File: config.mk
export PLATFORM = sky130hd
export DESIGN_NAME = bptq_ctrl
export DESIGN_NICKNAME = d
export VERILOG_FILES = /design/src/sv/bptq_pkg.sv /design/src/sv/bptq_ctrl.sv
export SDC_FILE = /design/constraint.sdc
export NUM_CORES = 1
export LEC_CHECK = 0
export BUFFER_PORTS_ARGS = -buffer_cell sky130_fd_sc_hd__buf_2
export CAP_MARGIN = 10
export CORE_AREA = 2 2 39 41
export DETAILED_ROUTE_END_ITERATION = 12
export DIE_AREA = 0 0 41 43
export PLACE_DENSITY = 0.68
export SLEW_MARGIN = 20
export SYNTH_ARGS = -nofsm -noshare
export SYNTH_HDL_FRONTEND = slang
export SYNTH_SLANG_ARGS = --single-unit
File: constraint.sdc
create_clock -name clk -period 1.24 [get_ports clk]
set_input_delay 0.124 -clock clk [delete_from_list [all_inputs] [get_ports clk]]
set_output_delay 0.124 -clock clk [all_outputs]
set_load 0.005 [all_outputs]
File: src/sv/bptq_pkg.sv
package bptq_pkg;

	localparam int DEPTH     = 1024;
	localparam int MAX_BATCH = 64;
	localparam int AW        = $clog2(DEPTH);
	localparam int CW        = $clog2(DEPTH + 1);

	typedef enum logic [1:0] {
		OP_ADD   = 2'd0,
		OP_TICK  = 2'd1,
		OP_PURGE = 2'd2,
		OP_CLEAR = 2'd3
	} op_t;

	typedef enum logic [1:0] {
		REG_CAPACITY = 2'd0,
		REG_BATCH    = 2'd1,
		REG_MAX_AGE  = 2'd2
	} reg_idx_t;

	typedef struct packed {
		logic [1:0]         op;
		logic signed [15:0] priority_req;
		logic [2:0]         task_kind;
		logic [31:0]        task_payload;
		logic [31:0]        time_ms;
	} in_t;

	typedef struct packed {
		logic               has_task;
		logic [2:0]         out_kind;
		logic signed [15:0] out_priority;
		logic [31:0]        out_payload;
		logic [31:0]        out_time;
		logic               last;
		logic [10:0]        queue_count;
		logic               overloaded;
		logic               evicted;
		logic [1:0]         load_level;
	} out_t;

	typedef struct packed {
		logic signed [15:0] pri;
		logic [2:0]         kind;
		logic [31:0]        payload;
		logic [31:0]        tstamp;
	} entry_t;

	typedef struct packed {
		logic latch;
		logic add_init;
		logic add_rd;
		logic add_move;
		logic add_put;
		logic tick_init;
		logic tick_rd;
		logic tick_load;
		logic purge_init;
		logic purge_rd;
		logic purge_step;
		logic purge_end;
		logic clear;
		logic fin_load;
	} cmd_t;

	typedef struct packed {
		logic [1:0] op;
		logic       rem_zero;
		logic       rem_one;
		logic       init_zero;
		logic       shift_up;
		logic       out_busy;
	} sts_t;

	function automatic logic [AW-1:0] ptr_next(input logic [AW-1:0] p);
		return (p == AW'(DEPTH - 1)) ? '0 : p + AW'(1);
	endfunction

	function automatic logic [AW-1:0] ptr_prev(input logic [AW-1:0] p);
		return (p == '0) ? AW'(DEPTH - 1) : p - AW'(1);
	endfunction

endpackage

File: src/sv/bptq_ctrl.sv
module bptq_ctrl (
	input  logic           clk,
	input  logic           arst_n,
	input  logic           in_valid,
	output logic           in_stall,
	input  bptq_pkg::sts_t sts,
	output bptq_pkg::cmd_t cmd
);
	import bptq_pkg::*;

	typedef enum logic [3:0] {
		S_IDLE, S_DISP, S_A_CHK, S_A_CMP, S_T_RD, S_T_LD,
		S_P_CHK, S_P_CMP, S_FIN
	} state_t;

	state_t state_q, state_d;

	always_comb begin
		cmd     = '0;
		state_d = state_q;
		case (state_q)
			S_IDLE: begin
				if (in_valid) begin
					cmd.latch = 1'b1;
					state_d   = S_DISP;
				end
			end
			S_DISP: begin
				case (op_t'(sts.op))
					OP_ADD: begin
						cmd.add_init = 1'b1;
						state_d      = S_A_CHK;
					end
					OP_TICK: begin
						cmd.tick_init = 1'b1;
						state_d       = sts.init_zero ? S_FIN : S_T_RD;
					end
					OP_PURGE: begin
						cmd.purge_init = 1'b1;
						state_d        = S_P_CHK;
					end
					default: begin
						cmd.clear = 1'b1;
						state_d   = S_FIN;
					end
				endcase
			end
			S_A_CHK: begin
				if (sts.rem_zero) begin
					cmd.add_put = 1'b1;
					state_d     = S_FIN;
				end else begin
					cmd.add_rd = 1'b1;
					state_d    = S_A_CMP;
				end
			end
			S_A_CMP: begin
				if (sts.shift_up) begin
					cmd.add_move = 1'b1;
					state_d      = S_A_CHK;
				end else begin
					cmd.add_put = 1'b1;
					state_d     = S_FIN;
				end
			end
			S_T_RD: begin
				cmd.tick_rd = 1'b1;
				state_d     = S_T_LD;
			end
			S_T_LD: begin
				// hold the head read until the output register frees
				if (!sts.out_busy) begin
					cmd.tick_load = 1'b1;
					state_d       = sts.rem_one ? S_IDLE : S_T_RD;
				end
			end
			S_P_CHK: begin
				if (sts.rem_zero) begin
					cmd.purge_end = 1'b1;
					state_d       = S_FIN;
				end else begin
					cmd.purge_rd = 1'b1;
					state_d      = S_P_CMP;
				end
			end
			S_P_CMP: begin
				cmd.purge_step = 1'b1;
				state_d        = S_P_CHK;
			end
			S_FIN: begin
				if (!sts.out_busy) begin
					cmd.fin_load = 1'b1;
					state_d      = S_IDLE;
				end
			end
			default: state_d = S_IDLE;
		endcase
	end

	always_ff @(posedge clk or negedge arst_n) begin
		if (!arst_n) begin
			state_q <= S_IDLE;
		end else begin
			state_q <= state_d;
		end
	end

	assign in_stall = (state_q != S_IDLE);

endmodule
==> impl_metrics.env <==
export IMPL_status="finished with violations"
export IMPL_violations="setup timing"
export IMPL_clk_pin_slew_worst_paths_ps=40
export IMPL_ir_drop_uv=1020
export IMPL_postLayoutSetupSlackWorst_ps=-193
export IMPL_grt_pass1_wl_um=2410
export IMPL_antenna_found_initial=0
export IMPL_finClkSkew_ps=8.30
export IMPL_synth_cells=56
export IMPL_crit_type="register to output pin"
export IMPL_ant_nets=0
export IMPL_grt_max_degree=9
export IMPL_grt_ovfl_total=0
export IMPL_crit_top_cell="buf_4"
export IMPL_fp_coreArea_um2=1380
export IMPL_fin_crit_sh=1.16
export IMPL_fillers=100
export IMPL_htree_levels=1
export IMPL_crit_family="flip-flops"
export IMPL_grtUsageTotal=0.203
export IMPL_path_max_fanout=7
export IMPL_io_pins=25
export IMPL_die_w_um=41
export IMPL_setup_tns_final_ps=-2440
export IMPL_dp_hpwl_um=1020
export IMPL_finalHoldViolCount=0
export IMPL_cpPeakStageDelay_ps=450
export IMPL_io_buffers=24
export IMPL_final_cell_mix="buf_2, buf_4, buf_6"
export IMPL_grt_pass1_vias=562
export IMPL_synth_area_per_cell_um2=8.13
export IMPL_min_period_ps=1430
export IMPL_worst_ep_required_time_ps=1120
export IMPL_regMostFlops="state_q"
export IMPL_finalWirelength_um=1530
export IMPL_power_density_nw_per_um2=2380
export IMPL_synth_cell_area_um2=455
export IMPL_area_growth_pct=103
export IMPL_cts_buffers_inserted=3
export IMPL_drt_first_pass_iters=4
export IMPL_worstSetupStartpointType="register"
export IMPL_cp_end_kind="output pin"
export IMPL_worstMarginPinSlew_ps=262
export IMPL_rsz0062_at_grt="true"
export IMPL_ys_warn_count=0
export IMPL_vias_per_cell=5.13
export IMPL_synth_cell_types=29
export IMPL_ys_ff_latch=4
export IMPL_drt_iter0_drc=7
export IMPL_p_leak_uw=0.000451
export IMPL_yosysSeqAreaShare=0.220
export IMPL_largest_register_ffs=4
export IMPL_final_util=0.667
export IMPL_relSlewSlack=0.823
export IMPL_crit_buf_inv=3
export IMPL_crit_chain="buf_4 -> nor2_2 -> buf_4 -> and3_1 -> buf_2"
export IMPL_hp_class="input port to async pin"
export IMPL_die_h_um=43
export IMPL_nets=115
export IMPL_place_congestion=0.798
export IMPL_cpMaxStageDelayCell="dfrtp_2"
export IMPL_reg_top3="state_q x4"
export IMPL_max_cap_violations=0
export IMPL_drv_slew=0
export IMPL_clock_sinks=4
export IMPL_drc_errors=0
export IMPL_worstSkewPairLatency_ps=230
export IMPL_arrival_ps=1310
export IMPL_final_common_cell="buf_2"
export IMPL_synth_fp_nets=66
export IMPL_cts_tree="done"
export IMPL_num_rows=14
export IMPL_wl_per_cell_um=12.7
export IMPL_max_clock_path_buffers=2
export IMPL_dieArea_um2=1760
export IMPL_root_buffer="clkbuf_4"
export IMPL_setup_viol=19
export IMPL_start_util=0.329
export IMPL_via_count=616
export IMPL_drive_gt1_frac=0.750
export IMPL_clock_fmax_ghz=0.698
export IMPL_diodes=0
-- layout make-up --
| type | count | area, um^2 | share of cell area |
|---|---|---|---|
| well taps | 16 | 20.0 | 0.0217 |
| clock buffers | 4 | 26.3 | 0.0285 |
| flip-flops and latches | 4 | 104 | 0.112 |
| multi-input cells | 47 | 424 | 0.459 |
| repair buffers | 48 | 345 | 0.374 |
| inverters | 1 | 3.75 | 0.00407 |
-- per-stage QoR --
step                      std cells  hold WS [ps]  power [uW]  instance area (um^2)  setup WS, ps
after detailed placement        105         -68.2        1340                   661         -84.1
after global routing            120           228        2360                   923          -274
after CTS                       117           216        1960                   848          -193
after floorplan                  56          -172         943                   468         -1.65
final                           120           224        2200                   923          -193
after global placement          105         -69.4        1340                   661         -67.3
-- synthesized netlist by cell type --
cell,number,area share
nor2_1,5,0.041
inv_1,1,0.0082
nor2_2,1,0.014
nor2b_1,1,0.014
or2_2,1,0.014
dfrtp_1,4,0.22
buf_6,1,0.025
buf_4,3,0.049
nand3_1,2,0.022
o31ai_2,1,0.027
nor3_1,6,0.066
nor2b_4,2,0.060
a221oi_2,1,0.033
nor4bb_1,2,0.044
and3_1,3,0.041
a311o_1,1,0.022
nor4b_1,1,0.019
or3_1,1,0.014
mux2i_1,1,0.022
a21oi_1,2,0.022
a21oi_2,1,0.019
and4_1,1,0.019
nand2_1,6,0.049
a31oi_1,1,0.014
nand2b_1,2,0.027
o2111a_1,1,0.025
o21ai_0,2,0.022
nor3_2,1,0.022
a2111o_1,1,0.025
-- metal layers --
layer	global-route usage	up-vias	wire length [um]
li1	-	305	-
met1	0.234	277	597
met2	0.325	32	798
met3	0.0576	2	113
met4	0.100	0	16
met5	0	-	0
-- kinds of logic after synthesis --
family,synth area share
AND/OR/NAND/NOR,0.467
flip-flops,0.220
buffers and inverters,0.0824
multiplexers,0.0220
AO/OA/AOI/OAI,0.209
-- timing repair --
item | CTS | global route
hold buffers | 1 | 0
hold endpoints to repair | 4 | 0
endpoints found under the setup margin | 18 | 19
pin swaps | 6 | 7
setup buffers | 7 | 3
gates resized for setup | 25 | 8
-- power breakdown --
part	switching (uW)	total, uW	internal (uW)	leakage, uW
Combinational	716	1700	987	0.000387
Clock	50.7	171	121	0.0000150
Sequential	123	321	199	0.0000483
-- path summary, 6_finish.rpt --
path                             from  cells after the start  slack, ps          to
hold / removal                 arst_n                      2        220  state_q[2]
setup / recovery           state_q[1]                      5       -190     cmd[13]
setup reg to reg           state_q[0]                      4        -80  state_q[2]
hold reg to reg            state_q[3]                      1        600  state_q[1]
max in group asynchronous      arst_n                      2        880  state_q[3]
min in group clk               sts[2]                      3        250  state_q[3]
Note: power is estimated with default switching activity, not from simulation.
